--- src/design/base64_stream_decoder_core_assert.svh ---
// Assertion macros shared by the base64 decoder RTL.
`ifndef BASE64_STREAM_DECODER_CORE_ASSERT_SVH
`define BASE64_STREAM_DECODER_CORE_ASSERT_SVH

// Property checked on every clock edge outside reset.
`define B64D_ASSERT(lbl, prop) \
  lbl: assert property (@(posedge clk_i) disable iff (!rst_ni) (prop)) \
    else $error("%m: assertion failed");

// Same-cycle implication.
`define B64D_ASSERT_IMP(lbl, ante, cons) \
  `B64D_ASSERT(lbl, (ante) |-> (cons))

`endif

--- src/design/b64d_pkg.sv ---
// Types, constants and alphabet lookup for the base64 decoder.
package b64d_pkg;

  localparam int unsigned MaxCharsDefault = 256;
  // Depth of the result group buffer, in groups.
  localparam int unsigned FifoDepth = 4;

  localparam logic [5:0] AlphaLowerBase = 6'd26;
  localparam logic [5:0] AlphaDigitBase = 6'd52;
  localparam logic [5:0] CodePlus = 6'd62;
  localparam logic [5:0] CodeSlash = 6'd63;

  // Up to three results caused by one input transaction.
  typedef struct packed {
    logic [1:0]      num;       // 1 to 3 results
    logic            has_byte;  // 0 only for a bare end marker
    logic            last;      // final result carries last_of_string
    logic [2:0][7:0] bytes;     // bytes[0] goes out first
  } group_t;

  typedef struct packed {
    logic   valid;
    group_t group;
  } push_t;

  typedef struct packed {
    logic       hit;
    logic [5:0] value;
  } sextet_t;

  function automatic sextet_t alpha_lookup(input logic [6:0] c);
    sextet_t r;
    r = '0;
    case (c) inside
      [7'h41:7'h5A]: begin
        r.hit   = 1'b1;
        r.value = 6'(c - 7'h41);
      end
      [7'h61:7'h7A]: begin
        r.hit   = 1'b1;
        r.value = 6'(c - 7'h61) + AlphaLowerBase;
      end
      [7'h30:7'h39]: begin
        r.hit   = 1'b1;
        r.value = 6'(c - 7'h30) + AlphaDigitBase;
      end
      7'h2B: begin
        r.hit   = 1'b1;
        r.value = CodePlus;
      end
      7'h2F: begin
        r.hit   = 1'b1;
        r.value = CodeSlash;
      end
      default: r = '0;
    endcase
    return r;
  endfunction

  function automatic logic is_space(input logic [7:0] c);
    return c inside {8'd32, [8'd9:8'd13]};
  endfunction

endpackage

--- src/design/b64d_if.sv ---
// Valid/ready stream interfaces for decoder input and output.
interface b64d_in_if;
  logic       valid;
  logic       ready;
  logic [7:0] char_code;
  logic       end_of_string;

  modport source (output valid, output char_code, output end_of_string, input ready);
  modport sink (input valid, input char_code, input end_of_string, output ready);
endinterface

interface b64d_out_if;
  logic       valid;
  logic       ready;
  logic [7:0] data_byte;
  logic       has_byte;
  logic       last_of_string;

  modport source (output valid, output data_byte, output has_byte, output last_of_string,
                  input ready);
  modport sink (input valid, input data_byte, input has_byte, input last_of_string,
                output ready);
endinterface

--- src/design/b64d_decode.sv ---
// Decode state and per-character group assembly.
`include "base64_stream_decoder_core_assert.svh"

module b64d_decode #(
  parameter int unsigned MaxChars = b64d_pkg::MaxCharsDefault
) (
  input  logic             clk_i,
  input  logic             rst_ni,
  input  logic             accept_i,
  input  logic [7:0]       char_code_i,
  input  logic             end_of_string_i,
  output b64d_pkg::push_t  push_o
);

  localparam int unsigned CntW = $clog2(MaxChars + 1);

  logic [1:0]      phase_q, phase_d;
  logic [17:0]     held_q, held_d;
  logic            skip_q, skip_d;
  logic            stopped_q, stopped_d;
  logic [CntW-1:0] cnt_q, cnt_d;

  b64d_pkg::sextet_t lk;
  logic [5:0]        s0, s1, s2;

  assign s0 = held_q[17:12];
  assign s1 = held_q[11:6];
  assign s2 = held_q[5:0];
  assign lk = b64d_pkg::alpha_lookup(char_code_i[6:0]);

  always_comb begin
    phase_d   = phase_q;
    held_d    = held_q;
    skip_d    = skip_q;
    stopped_d = stopped_q;
    cnt_d     = cnt_q;
    push_o    = '0;
    if (accept_i) begin
      if (end_of_string_i) begin
        push_o.valid          = 1'b1;
        push_o.group.last     = 1'b1;
        push_o.group.has_byte = 1'b1;
        case (phase_q)
          2'd3: begin
            push_o.group.num      = 2'd3;
            push_o.group.bytes[0] = {s0, s1[5:4]};
            push_o.group.bytes[1] = {s1[3:0], s2[5:2]};
            push_o.group.bytes[2] = {s2[1:0], 6'b0};
          end
          2'd2: begin
            push_o.group.num      = 2'd2;
            push_o.group.bytes[0] = {s0, s1[5:4]};
            push_o.group.bytes[1] = {s1[3:0], 4'b0};
          end
          2'd1: begin
            push_o.group.num      = 2'd1;
            push_o.group.bytes[0] = {s0, 2'b0};
          end
          default: begin
            push_o.group.num      = 2'd1;
            push_o.group.has_byte = 1'b0;
          end
        endcase
        phase_d   = '0;
        held_d    = '0;
        skip_d    = 1'b1;
        stopped_d = 1'b0;
        cnt_d     = '0;
      end else if (!(skip_q && b64d_pkg::is_space(char_code_i))) begin
        skip_d = 1'b0;
        if (!stopped_q && (cnt_q < CntW'(MaxChars))) begin
          cnt_d = cnt_q + CntW'(1);
          if (!lk.hit) begin
            stopped_d = 1'b1;
          end else if (phase_q == 2'd3) begin
            push_o.valid          = 1'b1;
            push_o.group.has_byte = 1'b1;
            push_o.group.num      = 2'd3;
            push_o.group.bytes[0] = {s0, s1[5:4]};
            push_o.group.bytes[1] = {s1[3:0], s2[5:2]};
            push_o.group.bytes[2] = {s2[1:0], lk.value};
            phase_d = '0;
            held_d  = '0;
          end else begin
            held_d  = {held_q[11:0], lk.value};
            phase_d = phase_q + 2'd1;
          end
        end
      end
    end
  end

  always_ff @(posedge clk_i or negedge rst_ni) begin
    if (!rst_ni) begin
      phase_q   <= '0;
      held_q    <= '0;
      skip_q    <= 1'b1;
      stopped_q <= 1'b0;
      cnt_q     <= '0;
    end else begin
      phase_q   <= phase_d;
      held_q    <= held_d;
      skip_q    <= skip_d;
      stopped_q <= stopped_d;
      cnt_q     <= cnt_d;
    end
  end

  `B64D_ASSERT(cnt_in_range_a, cnt_q <= CntW'(MaxChars))
  `B64D_ASSERT_IMP(skip_clean_a, skip_q, (cnt_q == '0) && (phase_q == 2'd0) && !stopped_q)
  `B64D_ASSERT_IMP(stopped_after_skip_a, stopped_q, !skip_q && (cnt_q != '0))

endmodule

--- src/design/b64d_out_buf.sv ---
// Result group buffer and byte-by-byte output serializer.
`include "base64_stream_decoder_core_assert.svh"

module b64d_out_buf (
  input  logic                 clk_i,
  input  logic                 rst_ni,
  input  b64d_pkg::push_t      push_i,
  output logic                 ready_o,
  b64d_out_if.source           out_o
);

  localparam int unsigned PtrW = (b64d_pkg::FifoDepth > 1) ? $clog2(b64d_pkg::FifoDepth) : 1;
  localparam int unsigned CntW = $clog2(b64d_pkg::FifoDepth + 1);

  b64d_pkg::group_t mem_q [b64d_pkg::FifoDepth];
  logic [PtrW-1:0]  wr_q, wr_d, rd_q, rd_d;
  logic [CntW-1:0]  cnt_q, cnt_d;
  logic [1:0]       idx_q, idx_d;

  b64d_pkg::group_t head;
  logic             out_xfer, pop, at_end;

  assign head     = mem_q[rd_q];
  assign ready_o  = (cnt_q != CntW'(b64d_pkg::FifoDepth));
  assign out_xfer = out_o.valid && out_o.ready;
  assign at_end   = (idx_q == (head.num - 2'd1));
  assign pop      = out_xfer && at_end;

  assign out_o.valid          = (cnt_q != '0);
  assign out_o.data_byte      = head.bytes[idx_q];
  assign out_o.has_byte       = head.has_byte;
  assign out_o.last_of_string = head.last && at_end;

  always_comb begin
    wr_d  = wr_q;
    rd_d  = rd_q;
    idx_d = idx_q;
    cnt_d = cnt_q;
    if (push_i.valid) begin
      wr_d = (wr_q == PtrW'(b64d_pkg::FifoDepth - 1)) ? '0 : wr_q + PtrW'(1);
    end
    if (out_xfer) begin
      idx_d = at_end ? 2'd0 : idx_q + 2'd1;
    end
    if (pop) begin
      rd_d = (rd_q == PtrW'(b64d_pkg::FifoDepth - 1)) ? '0 : rd_q + PtrW'(1);
    end
    cnt_d = cnt_q + CntW'(push_i.valid) - CntW'(pop);
  end

  always_ff @(posedge clk_i) begin
    if (push_i.valid) begin
      mem_q[wr_q] <= push_i.group;
    end
  end

  always_ff @(posedge clk_i or negedge rst_ni) begin
    if (!rst_ni) begin
      wr_q  <= '0;
      rd_q  <= '0;
      cnt_q <= '0;
      idx_q <= '0;
    end else begin
      wr_q  <= wr_d;
      rd_q  <= rd_d;
      cnt_q <= cnt_d;
      idx_q <= idx_d;
    end
  end

  `B64D_ASSERT(cnt_bound_a, cnt_q <= CntW'(b64d_pkg::FifoDepth))
  `B64D_ASSERT_IMP(no_overflow_a, push_i.valid, ready_o)
  `B64D_ASSERT_IMP(idx_in_group_a, out_o.valid, (idx_q < head.num) && (head.num != 2'd0))

endmodule

--- src/design/base64_stream_decoder_core.sv ---
// Streaming base64 decoder: one character transaction in, decoded byte transactions out.
// Accepts one character (or end marker) per clock while in_i.ready is high. Leading whitespace
// is skipped, at most MaxChars characters are decoded, and the first character outside the
// alphabet ends decoding until the end marker. Each character is decoded combinationally
// into a group of up to three bytes, registered into a four-group result buffer; bytes
// leave at one byte per cycle while out_o.ready is high. in_i.ready is low only while that
// buffer holds four groups, so with the output always ready the input runs at one character
// per cycle indefinitely. The end marker flushes the partial group (or a bare marker with
// has_byte low), flags its final result with last_of_string and restarts for the next string.
module base64_stream_decoder_core #(
  parameter int unsigned MaxChars = b64d_pkg::MaxCharsDefault
) (
  input  logic        clk_i,
  input  logic        rst_ni,
  b64d_in_if.sink     in_i,
  b64d_out_if.source  out_o
);

  b64d_pkg::push_t push;
  logic            buf_ready;
  logic            accept;

  assign in_i.ready = buf_ready;
  assign accept     = in_i.valid && buf_ready;

  b64d_decode #(
    .MaxChars(MaxChars)
  ) u_decode (
    .clk_i          (clk_i),
    .rst_ni         (rst_ni),
    .accept_i       (accept),
    .char_code_i    (in_i.char_code),
    .end_of_string_i(in_i.end_of_string),
    .push_o         (push)
  );

  b64d_out_buf u_out_buf (
    .clk_i  (clk_i),
    .rst_ni (rst_ni),
    .push_i (push),
    .ready_o(buf_ready),
    .out_o  (out_o)
  );

endmodule
--- src/flat_wrapper.sv ---
// flat-port wrapper written by rule: the top's interface ports become plain ports
module base64_stream_decoder_core_flat 
#(
  parameter int unsigned MaxChars = b64d_pkg::MaxCharsDefault
)
  (clk_i, rst_ni, in_i_valid, in_i_char_code, in_i_end_of_string, in_i_ready, out_o_valid, out_o_data_byte, out_o_has_byte, out_o_last_of_string, out_o_ready);
  b64d_in_if in_i_i ();
  b64d_out_if out_o_i ();
  input  logic clk_i;
  input  logic rst_ni;
  input wire logic [$bits(in_i_i.valid)-1:0] in_i_valid;
  input wire logic [$bits(in_i_i.char_code)-1:0] in_i_char_code;
  input wire logic [$bits(in_i_i.end_of_string)-1:0] in_i_end_of_string;
  output wire logic [$bits(in_i_i.ready)-1:0] in_i_ready;
  output wire logic [$bits(out_o_i.valid)-1:0] out_o_valid;
  output wire logic [$bits(out_o_i.data_byte)-1:0] out_o_data_byte;
  output wire logic [$bits(out_o_i.has_byte)-1:0] out_o_has_byte;
  output wire logic [$bits(out_o_i.last_of_string)-1:0] out_o_last_of_string;
  input wire logic [$bits(out_o_i.ready)-1:0] out_o_ready;
  assign in_i_i.valid = in_i_valid;
  assign in_i_i.char_code = in_i_char_code;
  assign in_i_i.end_of_string = in_i_end_of_string;
  assign in_i_ready = in_i_i.ready;
  assign out_o_valid = out_o_i.valid;
  assign out_o_data_byte = out_o_i.data_byte;
  assign out_o_has_byte = out_o_i.has_byte;
  assign out_o_last_of_string = out_o_i.last_of_string;
  assign out_o_i.ready = out_o_ready;
  base64_stream_decoder_core #(.MaxChars(MaxChars)) u_core (.clk_i(clk_i), .rst_ni(rst_ni), .in_i(in_i_i), .out_o(out_o_i));
endmodule
--- config.mk ---
export PLATFORM = sky130hd
export DESIGN_NAME = base64_stream_decoder_core_flat
export DESIGN_NICKNAME = d
export VERILOG_FILES = /design/src/design/b64d_pkg.sv /design/src/design/b64d_if.sv /design/src/design/b64d_decode.sv /design/src/design/b64d_out_buf.sv /design/src/design/base64_stream_decoder_core.sv /design/src/flat_wrapper.sv
export VERILOG_INCLUDE_DIRS = /design/src /design/src/design
export SDC_FILE = /design/constraint.sdc
export NUM_CORES = 1
export LEC_CHECK = 0
export BUFFER_PORTS_ARGS = -buffer_cell sky130_fd_sc_hd__buf_2
export CELL_PAD_IN_SITES_DETAIL_PLACEMENT = 0
export CELL_PAD_IN_SITES_GLOBAL_PLACEMENT = 1
export CORE_UTILIZATION = 50
export DETAILED_ROUTE_END_ITERATION = 10
export MAX_ROUTING_LAYER = met4
export PLACE_DENSITY = 0.79
export SETUP_SLACK_MARGIN = 0.02
export SLEW_MARGIN = 15
export SYNTH_ARGS = -nofsm -noshare
export SYNTH_HDL_FRONTEND = slang
export SYNTH_SLANG_ARGS = --single-unit
--- constraint.sdc ---
create_clock -name clk_i -period 4.45 [get_ports clk_i]
set_input_delay 1.335 -clock clk_i [delete_from_list [all_inputs] [get_ports clk_i]]
set_output_delay 1.335 -clock clk_i [all_outputs]
set_load 0.02 [all_outputs]
==> Word-level counts from Yosys, hierarchy flattened <==
Memories as Yosys holds them, arrays and structs flattened.
Index checks and enable logic that the tools add are counted.
{ "op_classes": {"n_lt_le_gt_ge": 10, "n_eq_ne": 12, "n_mux": 48, "n_reduce_logical": 21, "addsub": 13} }
{ "op_table": {"columns": ["op", "count"], "rows": [
  ["$mux 24", 5],
  ["$mux 18", 5],
  ["$mux 7", 5],
  ["$pmux 8 s2", 2],
  ["$mux 29", 1],
  ["$mux 9", 3],
  ["$mux 4", 5],
  ["$bmux 8 s2", 1],
  ["$mux 2", 8],
  ["$mux 8", 2],
  ["$eq 7x6->1 const B", 2],
  ["$ge 7x7->1 const B", 2],
  ["$le 7x7->1 const B", 2],
  ["$sub 6x6->6 const B", 2],
  ["$logic_and 1x1->1", 10],
  ["$mux 1", 10],
  ["$add 9x1->9 const B", 1],
  ["$lt 9x9->1 const B", 1],
  ["$add 2x1->2 const B", 4],
  ["$eq 2x2->1 const B", 4],
  ["$eq 8x6->1 const B", 1],
  ["$ge 8x4->1 const B", 1],
  ["$le 8x4->1 const B", 1],
  ["$reduce_and 4->1", 2],
  ["21 further kinds", 24]
]} }
{ "word_totals": {"wordCells": 114, "ramBits": 112, "input_bits": 13, "memories": 1, "ff_bits": 40, "output_inout_bits": 12} }
{ "memory_table": {"columns": ["memory", "depth", "width", "read_ports", "rd_clocked_by_memory_dff", "wr", "line", "text"], "rows": [
  ["u_core.u_out_buf.mem_q", 4, 28, 1, 0, 1, "b64d_out_buf.sv:15", "b64d_pkg::group_t mem_q [b64d_pkg::FifoDepth];"]
]} }

==> Logic depth before layout (Yosys ltp) <==
Gate-level depths: netlist (run 1).
{ "depth": {"depth_word": 14, "ltp_mapped": 15, "depth_no_buf": 13} }

==> Cells and area by module <==
From an unflattened synthesis (run 1), not the netlist that was laid out.
{ "hier_totals": {"hier_cells": 521, "hier_area_um2": 7318.3} }
{ "modules_own_cells": {"columns": ["mod", "area_per_inst_um2", "instances", "seq_area_each_um2", "cells_each"], "rows": [
  ["b64d_out_buf", 4844.6, 1, 3588.4, 235],
  ["b64d_decode", 2467.4, 1, 777.0, 285],
  ["base64_stream_decoder_core", 6.3, 1, 0.0, 1]
]} }

==> Worst setup path before layout (run 1) <==
No wires, ideal clock.
{ "synth_timing": {"path_kind": "input to register", "from": "input in_i_char_code[3]", "to": "register u_core.u_out_buf.cnt_q[2]", "t_required_ns": 4.326, "slack_ns": 0.057, "n_path_buf": 2, "stages": 15, "setup_ns": 0.124, "t_arrival_ns": 4.270, "path_cell_list": "buf_6 -> inv_1 -> ha_1 -> a211o_2 -> or2_1 -> a311o_2 -> a31oi_4 -> buf_4 -> ha_1 -> inv_1 -> ha_1 -> inv_1 -> fa_1 -> xnor2_1 -> xnor2_1"} }
{ "synth_between": {"elab_chain_cells": 13, "elab_cells_between_ends": 29, "classes_between": "add/sub: 2; order compare: 8; eq/ne: 3; mux: 10; reduce/logical: 6"} }
{ "synth_lines": {"columns": ["item", "line", "text"], "rows": [
  ["start, declared", "flat_wrapper.sv:12", "input wire logic [$bits(in_i_i.char_code)-1:0] in_i_char_code;"],
  ["branches (longest 8 deep; another with $ge 7x6->1)", null, null],
  ["$mux 4 *", "b64d_decode.sv:69", "end else if (!(skip_q && b64d_pkg::is_space(char_code_i))) begin"],
  ["$mux 4 *", "b64d_decode.sv:39", "if (end_of_string_i) begin"],
  ["$mux 29 *", "b64d_decode.sv:38", "if (accept_i) begin"],
  ["$add 3x1->3 *", "b64d_out_buf.sv:48", "cnt_d = cnt_q + CntW'(push_i.valid) - CntW'(pop);"],
  ["$sub 3x1->3 *", "b64d_out_buf.sv:48", null],
  ["via u_core.u_out_buf.cnt_d[2]", "b64d_out_buf.sv:17", "logic [CntW-1:0] cnt_q, cnt_d;"],
  ["end signal, assigned", "b64d_out_buf.sv:66", "cnt_q <= cnt_d;"],
  ["end, declared", "b64d_out_buf.sv:17", null]
]} }
Mark *: on every way through the listed nets, which the timed path passes.
A chain may end at the register's enable or synchronous reset.

==> Final worst setup path (run 1) <==
{ "layout_timing": {"from": "register u_core.u_out_buf.rd_q[0]", "to": "output out_o_last_of_string"} }
{ "layout_between": {"elab_chain_cells": 4} }
{ "layout_lines": {"columns": ["item", "line", "text"], "rows": [
  ["start, declared", "b64d_out_buf.sv:16", "logic [PtrW-1:0] wr_q, wr_d, rd_q, rd_d;"],
  ["start signal, assigned", "b64d_out_buf.sv:65", "rd_q <= rd_d;"],
  ["$mem_v2 4x28 *", null, null],
  ["$sub 2x1->2", "b64d_out_buf.sv:26", "assign at_end = (idx_q == (head.num - 2'd1));"],
  ["$eq 2x2->1", "b64d_out_buf.sv:26", null],
  ["$logic_and 1x1->1 *", "b64d_out_buf.sv:32", "assign out_o.last_of_string = head.last && at_end;"],
  ["end, declared", "flat_wrapper.sv:18", "output wire logic [$bits(out_o_i.last_of_string)-1:0] out_o_last_of_string;"]
]} }
Mark *: on every way between the ends. The rest lies on a longest branch, timed or not.

==> run metrics, run 1 <==
Seq/Total Area, Yosys 60.8%; most common cell in the netlist edfxtp_1; Async SR Flop Fraction 26.3%; # clock sinks 152; initial antenna violation count 0; Distinct cells, synth 73; CP delay by family, top flip-flops; global route total overflow 0; Slew @ Worst Pin 0.976 ns; Post-DP HPWL roughly 9.7 mm; Max Root-Sink Buffers 2; ranking of synthesized cells by area edfxtp_1 (47%), dfrtp_1 (14%), mux4_2 (8.8%); router iterations before antenna repair 5; largest net degree at the start of global routing a little over 40; I/O pin cnt 25; CTS tree done; WHS ~0.49 ns; Post-synth top cells edfxtp_1 (112), dfrtp_1 (39), mux4_2 (28), inv_1 (27), ha_1 (22); crit end category output port; sum of negative setup slack 0 ns; synthesized instance count between 400 and 500; Tmin final 4.03 ns; Worst Path Arrival 2.70 ns; DRC 0; cts bufs inserted 17; post_cts resized 0; Seq pwr share 41.1%; Iter 0 DRT Violations 297; average wire per cell in the routed design 20.5 um; Worst slew margin 34.9%; Reg clk slew, reported paths 0.06 ns; total routed wirelength 14.6 mm; Sw Pwr around 1.5 mW; post-layout util 58.4%; Static Leak 3.07 nW; Core Footprint roughly 14000 um^2; Clock Skew 0.00634 ns; Max FO, Critical Path 20; sw frac 32.6%; first-pass GRT wire length 23.4 mm; leading area contributor after synthesis edfxtp_1; period utilization between 90 and 100%; ANT nets after route 0; HP Class register to register; Die ar. 14800 um^2; via count roughly 4200; worst path cell trace mux4_2 > xnor2_1 > o21ai_0 > o21ai_0 > nor2b_1 > buf_2; postcts setup bufs 0; syn_nets 512; H-tree depth 4; outcome complete, no violations; vias in the first global route 4301; gpl congestion 0.889; PD cells 573 nW/um^2; slowest cell on the critical path dfrtp_2; synthesized area 7180 um^2; Final Max Tran Viols 0; critical path class register to output port; combinational share of power 30.4%; Critical path buffers and inverters 1; flops & latches, synth 152; synthesis-to-layout area growth 13.5%; Root Buffer clkbuf_16; RSZ-0062 raised after global routing false; Max Fclk 248 MHz; most frequent CP cell o21ai_0; average vias per placed instance 5.90; port bufs 24; hold_buf cts 0; GRT Total Usage 22.3%; Int Power 3.14 mW; Nets 554; commonest register cell after synthesis edfxtp_1; syn_area_per_cell 15.1 um^2; max-capacitance violation count 0; final hold vios 0; Clock Latency Late Sink 0.42 ns; Clk pwr share 28.5%; EDFF count, synth about 110; Die Ht 122 um; max incr delay on CP a little under 0.8 ns; antenna cells 0; critical path required time 3.12 ns; Initial Util 51.5%; CP Launch Type register; Die Wd 122 um; share of layout cells above drive strength 1 roughly 25%; Synth top area share a little under half; final setup fails 0; maximum vdd drop 0.330 mV; Synth Warn # 0; Std-Cell Rows 43
-- kinds of logic after synthesis --
group | share of synthesized area (%)
simple gates | 8.84
xor+xnor | 0.854
mux | 11.3
flops | 60.8
compound gates | 10.9
fa+ha+maj | 4.11
buf+inv | 3.24
-- worst min-delay path, cell delays in order, from the launching register on --
cell and delay [ns]:
dfstp_2 0.37, inv_1 0.04, o21ai_0 0.08
-- worst paths after layout --
check / start / end / slack, ns / cells after the start
min in group asynchronous: rst_ni / u_core.u_out_buf.idx_q[1] / 1.07 / 1
hold / removal: u_core.u_decode.skip_q / u_core.u_decode.skip_q / 0.49 / 2
hold reg to reg: u_core.u_decode.skip_q / u_core.u_decode.skip_q / 0.49 / 2
max in group asynchronous: rst_ni / u_core.u_out_buf.rd_q[0] / 2.72 / 1
setup reg to reg: u_core.u_out_buf.rd_q[0] / u_core.u_out_buf.cnt_q[2] / 0.85 / 12
setup / recovery: u_core.u_out_buf.rd_q[0] / out_o_last_of_string / 0.42 / 6
-- sequential cells by signal, summed over array words and instances (netlist names) --
register                   cells
u_core.u_out_buf.rd_q          2
u_core.u_decode.held_q        18
u_core.u_decode.stopped_q      1
u_core.u_decode.phase_q        2
u_core.u_out_buf.idx_q         2
u_core.u_out_buf.cnt_q         3
u_core.u_out_buf.wr_q          2
u_core.u_decode.cnt_q          9
u_core.u_out_buf.mem_q       112
u_core.u_decode.skip_q         1
-- metal layers --
metal,global-route usage [%],vias to the layer above,wire length [um]
met2,35.8,100,7360
met5,-,-,0
met3,3.84,15,565
met1,27.9,2132,6470
met4,9.34,0,157
li1,-,1945,-
-- power by group through the flow --
stage	logic [mW]	clock network (mW)	registers, mW
CTS	1.44	1.36	1.92
global route	1.56	1.41	1.95
detailed placement	1.44	0	1.95
floorplan	1.11	0	1.83
finish	1.42	1.33	1.92
global placement	1.40	0	1.94
-- through the flow --
stage / area, um^2 / worst slack (ns) / total power, mW / cells
2_1_floorplan: 7180 / 0.0566 / 2.94 / 476
3_3_place_gp: 7590 / 0.201 / 3.34 / 679
3_5_place_dp: 7590 / 0.131 / 3.39 / 679
4_1_cts: 8140 / 0.350 / 4.73 / 711
5_1_grt: 8140 / 0.221 / 4.92 / 711
6_report: 8140 / 0.417 / 4.67 / 711
-- area by class of cell --
type	count	area, um^2
Fill cell	1057	5790
Inverter	28	105
Tap cell	180	225
Clock buffer	19	433
Multi-Input combinational cell	277	2590
Clock inverter	13	119
Sequential cell	152	4370
Timing Repair Buffer	42	305
-- cell usage in the layout, fill, tap and decap left out, types with 5 or more instances in the layout --
cell        count
a21oi_1         9
a211oi_1        6
nand2b_1        5
mux2_2          6
a22o_1         11
mux2i_1        11
nor2_1         20
clkbuf_16      17
edfxtp_1      112
xnor2_1         6
o22ai_1         8
buf_2          24
and2_1          9
dfrtp_1        38
o21ai_0        13
a221o_1         5
nand2_1        16
ha_1           22
clkinvlp_4      5
or3_1           5
nor2b_1         6
buf_4          14
nor3b_1        10
mux4_2         28
inv_1          27
nor3_1          7
No activity file was read; power rests on OpenSTA's default activity.
==> run 2, diff against run 1 <==
- CORE_UTILIZATION: 50 -> 53
- PLACE_DENSITY: 0.79 -> 0.83
==> run 2 against run 1 <==
Compared with the run above: utilization up 3.4 points; first-iteration DRC count increased by 15%; sequential cell count did not move; final cell count shrank 0.84%; critical path depth down 1; clock skew up 0.0035 ns; setup slack improved by 0.0082 ns; wire length about the same; sequential power about the same; clock-buffer cell count increased by 2.
==> run metrics, run 2 (synthesis results as in run 1) <==
outcome complete, no violations; global route total overflow 0; RSZ-0062 raised after global routing false; Std-Cell Rows 42; via count 4175; hold_buf cts 0; postcts setup bufs 0; max-capacitance violation count 0; Worst slew margin approximately 36%; Tmin final 4.02 ns; Die ar. around 14000 um^2; Max Root-Sink Buffers 2; Clock Latency Late Sink 0.42 ns; Max Fclk 248 MHz; Static Leak 3.11 nW; I/O pin cnt 25; initial antenna violation count 0; critical path class register to output port; Initial Util 54.2%; DP Worst Slack 0.130 ns; fillers 1004; Post-DP HPWL 9.49 mm; Die Ht 118 um; cts bufs inserted 17; Nets 552; H-tree depth 4; period utilization between 90% and 100%; Final Max Tran Viols 0; PD cells 588 nW/um^2; biggest regs u_core.u_out_buf.mem_q (112), u_core.u_decode.held_q (18), u_core.u_decode.cnt_q (9); Clock Skew 0.00986 ns; final setup fails 0; GRT Total Usage between 20% and 30%; sum of negative setup slack 0 ns; share of layout cells above drive strength 1 25.0%; Worst Setup Slack, final 0.425 ns; # clock sinks approximately 150; critical path required time 3.12 ns; CP Launch Type register; Core Footprint approximately 13000 um^2; synthesis-to-layout area growth 14.1%; vias in the first global route 4247; largest reg by FF count u_core.u_out_buf.mem_q; Worst Path Arrival 2.69 ns; antenna cells 0; average wire per cell in the routed design 20.6 um; commonest non-fill, non-tap cell in the layout edfxtp_1; Root Buffer clkbuf_16; most frequent cells in the layout edfxtp_1 (112), dfrtp_1 (38), mux4_2 (28); router iterations before antenna repair 4; Max FO, Critical Path 20; maximum vdd drop 0.269 mV; crit end category output port; DRC 0; post_cts resized 0; Iter 0 DRT Violations 343; max reg flops 112; port bufs 24; Slew @ Worst Pin 0.962 ns; HP Class register to register; CTS tree done; ANT nets after route 0; final hold vios 0; total routed wirelength 14.6 mm; gpl congestion roughly 0.94; Die Wd 118 um; Reg clk slew, reported paths roughly 0.06 ns; first-pass GRT wire length 23.4 mm; average vias per placed instance 5.92; largest net degree at the start of global routing 41
==> run 2: stage by stage <==
| step | util, % | hold WS (ns) | cells | instance area, um^2 | total power, mW |
|---|---|---|---|---|---|
| 2_1_floorplan | - | 0.456 | 476 | 7180 | 2.94 |
| 3_3_place_gp | 57.2 | 0.473 | 673 | 7570 | 3.33 |
| 3_5_place_dp | 57.2 | 0.470 | 673 | 7570 | 3.38 |
| 4_1_cts | 61.8 | 0.489 | 705 | 8190 | 4.85 |
| 5_1_grt | 61.8 | 0.521 | 705 | 8190 | 5.04 |
| 6_report | 61.8 | 0.492 | 705 | 8190 | 4.82 |
==> run 2: routing by layer <==
| layer | vias up | track usage [%] | wire, um |
|---|---|---|---|
| met2 | 98 | 37.3 | 7450 |
| met4 | 0 | 8.41 | 224 |
| met5 | - | - | 0 |
| met1 | 2119 | 29.9 | 6340 |
| met3 | 22 | 3.47 | 534 |
| li1 | 1936 | - | - |
==> run 2: report_power, final <==
| part | switching [mW] | total [mW] | internal (mW) |
|---|---|---|---|
| registers | 0.208 | 1.93 | 1.73 |
| logic | 0.764 | 1.40 | 0.641 |
| clock network | 0.552 | 1.48 | 0.926 |
==> run 2: final timing paths <==
path | start | end | slack, ns | cells after the start
worst max-delay path | u_core.u_out_buf.rd_q[0] | out_o_data_byte[3] | 0.43 | 5
worst min-delay path | u_core.u_decode.skip_q | u_core.u_decode.skip_q | 0.49 | 2
worst max register to register | u_core.u_out_buf.rd_q[0] | u_core.u_out_buf.cnt_q[2] | 0.87 | 12
worst min register to register | u_core.u_decode.skip_q | u_core.u_decode.skip_q | 0.49 | 2
max in group asynchronous | rst_ni | u_core.u_out_buf.rd_q[0] | 2.72 | 1
min in group asynchronous | rst_ni | u_core.u_out_buf.cnt_q[0] | 1.06 | 1
==> run 2: cell type report <==
class	instances	area (um^2)	share of cell area, %
Tap cell	176	220	2.69
Multi-Input combinational cell	277	2590	31.6
Inverter	28	105	1.28
Timing Repair Buffer	40	290	3.55
Sequential cell	152	4370	53.3
Clock buffer	21	470	5.75
Clock inverter	11	145	1.77
==> run 2: critical path, cell delays in order, from the launching register on <==
cell and delay (ns):
dfrtp_2 0.78, buf_4 0.38, mux4_2 0.54, mux2i_1 0.24, o22ai_1 0.13, buf_2 0.19
==> run 3, diff against run 2 <==
- CORE_UTILIZATION: 53 -> 45
- PLACE_DENSITY: 0.83 -> 0.78
==> run 3 against run 2 <==
Compared with the run above: clock-buffer cell count shrank 1; first-iteration DRC count shrank 4.7%; combinational power is essentially flat; global-route usage shrank 3.2 points; critical path depth grew 9; non-clock buffer count grew 1; hold slack gained 0.0077 ns.
==> run metrics, run 3 (synthesis results as in run 1) <==
initial antenna violation count 0; GRT Total Usage 19.9%; RSZ-0062 raised after global routing false; PD cells 576 nW/um^2; Worst Setup Slack, final 0.464 ns; average vias per placed instance about 5.7; router iterations before antenna repair 6; cts bufs inserted 17; Die Wd around 130 um; Max FO, Critical Path 10; via count 4194; first-pass GRT wire length 23.5 mm; Clock Skew ~0.0091 ns; Worst Path Arrival between 4 and 5 ns; Cell Count Post-Placement 709; DRC 0; gpl congestion approximately 0.94; largest net degree at the start of global routing 41; sum of negative setup slack 0 ns; critical path class input pin to register; Non-Filler Instances 741; vias in the first global route 4322; crit end category register; most frequent cells in the layout edfxtp_1 (112), dfrtp_1 (38), mux4_2 (28); H-tree depth 4; Max Root-Sink Buffers 2; design area roughly 8200 um^2; Slew @ Worst Pin 0.955 ns; max-capacitance violation count 0; antenna cells 0; outcome complete, no violations; Reg clk slew, reported paths 0.06 ns; Final Power roughly 4.7 mW; Iter 0 DRT Violations 327; biggest regs u_core.u_out_buf.mem_q (112), u_core.u_decode.held_q (18), u_core.u_decode.cnt_q (9); Initial Util between 40% and 50%; hold_buf cts 0; commonest non-fill, non-tap cell in the layout edfxtp_1; Post-DP HPWL 9.56 mm; final hold vios 0; CTS tree done; postcts setup bufs 0; final setup fails 0; Root Buffer clkbuf_16; Final Max Tran Viols 0; Die Ht 128 um; Static Leak 3.09 nW; # clock sinks 152; maximum vdd drop 0.273 mV; total routed wirelength approximately 14 mm; Std-Cell Rows 45; DP Worst Slack 0.0545 ns; period utilization 89.6%; port bufs 24; Nets 553; average wire per cell in the routed design 19.5 um; Clock Latency Late Sink 0.42 ns; I/O pin cnt 25; Placed Instance Area 7620 um^2; HP Class register to register; Die ar. 16500 um^2; max reg flops 112; post_cts resized 0; synthesis-to-layout area growth 14.2%; Worst slew margin a little over a third; ANT nets after route 0; critical path required time ~4.8 ns; largest reg by FF count u_core.u_out_buf.mem_q; Max Fclk 251 MHz; Tmin final 3.99 ns; global route total overflow 0; fillers between 1000 and 1500; Core Footprint 15400 um^2; share of layout cells above drive strength 1 24.9%; CP Launch Type input pin
-- run 3: cell types whose count changed in the layout (fill, tap and decap cells not counted), sizes merged --
cell	delta
clkbuf	-1
clkinv	-2
bufinv	-1
clkinvlp	+1
inv	+3
buf	+1
-- run 3: through the flow --
stage | util [%] | hold slack [ns]
floorplan | - | 0.456
global placement | 49.6 | 0.472
detailed placement | 49.6 | 0.483
CTS | 53.3 | 0.500
global route | 53.3 | 0.530
finish | 53.3 | 0.500
-- run 3: critical path, stage by stage --
cell and delay, ns:
buf_2 0.17, inv_1 0.10, ha_1 0.23, a211o_2 0.34
or2_1 0.28, a311o_2 0.45, a31oi_4 0.18, ha_1 0.25
inv_1 0.06, ha_1 0.14, inv_1 0.05, fa_1 0.40
xnor2_1 0.18, xnor2_1 0.14
-- run 3: where the power goes --
| group | internal [mW] | total, mW | leakage [nW] | switching, mW |
|---|---|---|---|---|
| sequential | 1.73 | 1.93 | 1.59 | 0.201 |
| combinational | 0.647 | 1.41 | 1.22 | 0.762 |
| clock | 0.833 | 1.39 | 0.272 | 0.555 |
| total | 3.21 | 4.72 | 3.09 | 1.52 |
-- run 3: routing by layer --
layer | track usage (%) | wire length, um
met2 | 32.8 | 7330
met4 | 6.23 | 165
met3 | 4.22 | 640
met1 | 24.6 | 6290
met5 | - | 0
-- run 3: layout make-up --
class                           instances  area [um^2]  area share, %
Sequential cell                       152         4370           53.3
Multi-Input combinational cell        277         2590           31.6
Clock buffer                           20          437           5.33
Timing Repair Buffer                   41          298           3.63
Tap cell                              211          264           3.22
Clock inverter                         12          140           1.71
Inverter                               28          105           1.28
-- run 3: final timing paths --
check / slack [ns] / depth (start not counted) / end / from
max in group asynchronous: 2.72 / 1 / u_core.u_out_buf.rd_q[0] / rst_ni
min in group asynchronous: 1.07 / 1 / u_core.u_decode.cnt_q[0] / rst_ni
max reg2reg: 1.01 / 12 / u_core.u_out_buf.cnt_q[2] / u_core.u_out_buf.rd_q[1]
max: 0.46 / 14 / u_core.u_out_buf.cnt_q[2] / in_i_char_code[1]
min reg2reg: 0.50 / 2 / u_core.u_decode.skip_q / u_core.u_decode.skip_q
min: 0.50 / 2 / u_core.u_decode.skip_q / u_core.u_decode.skip_q
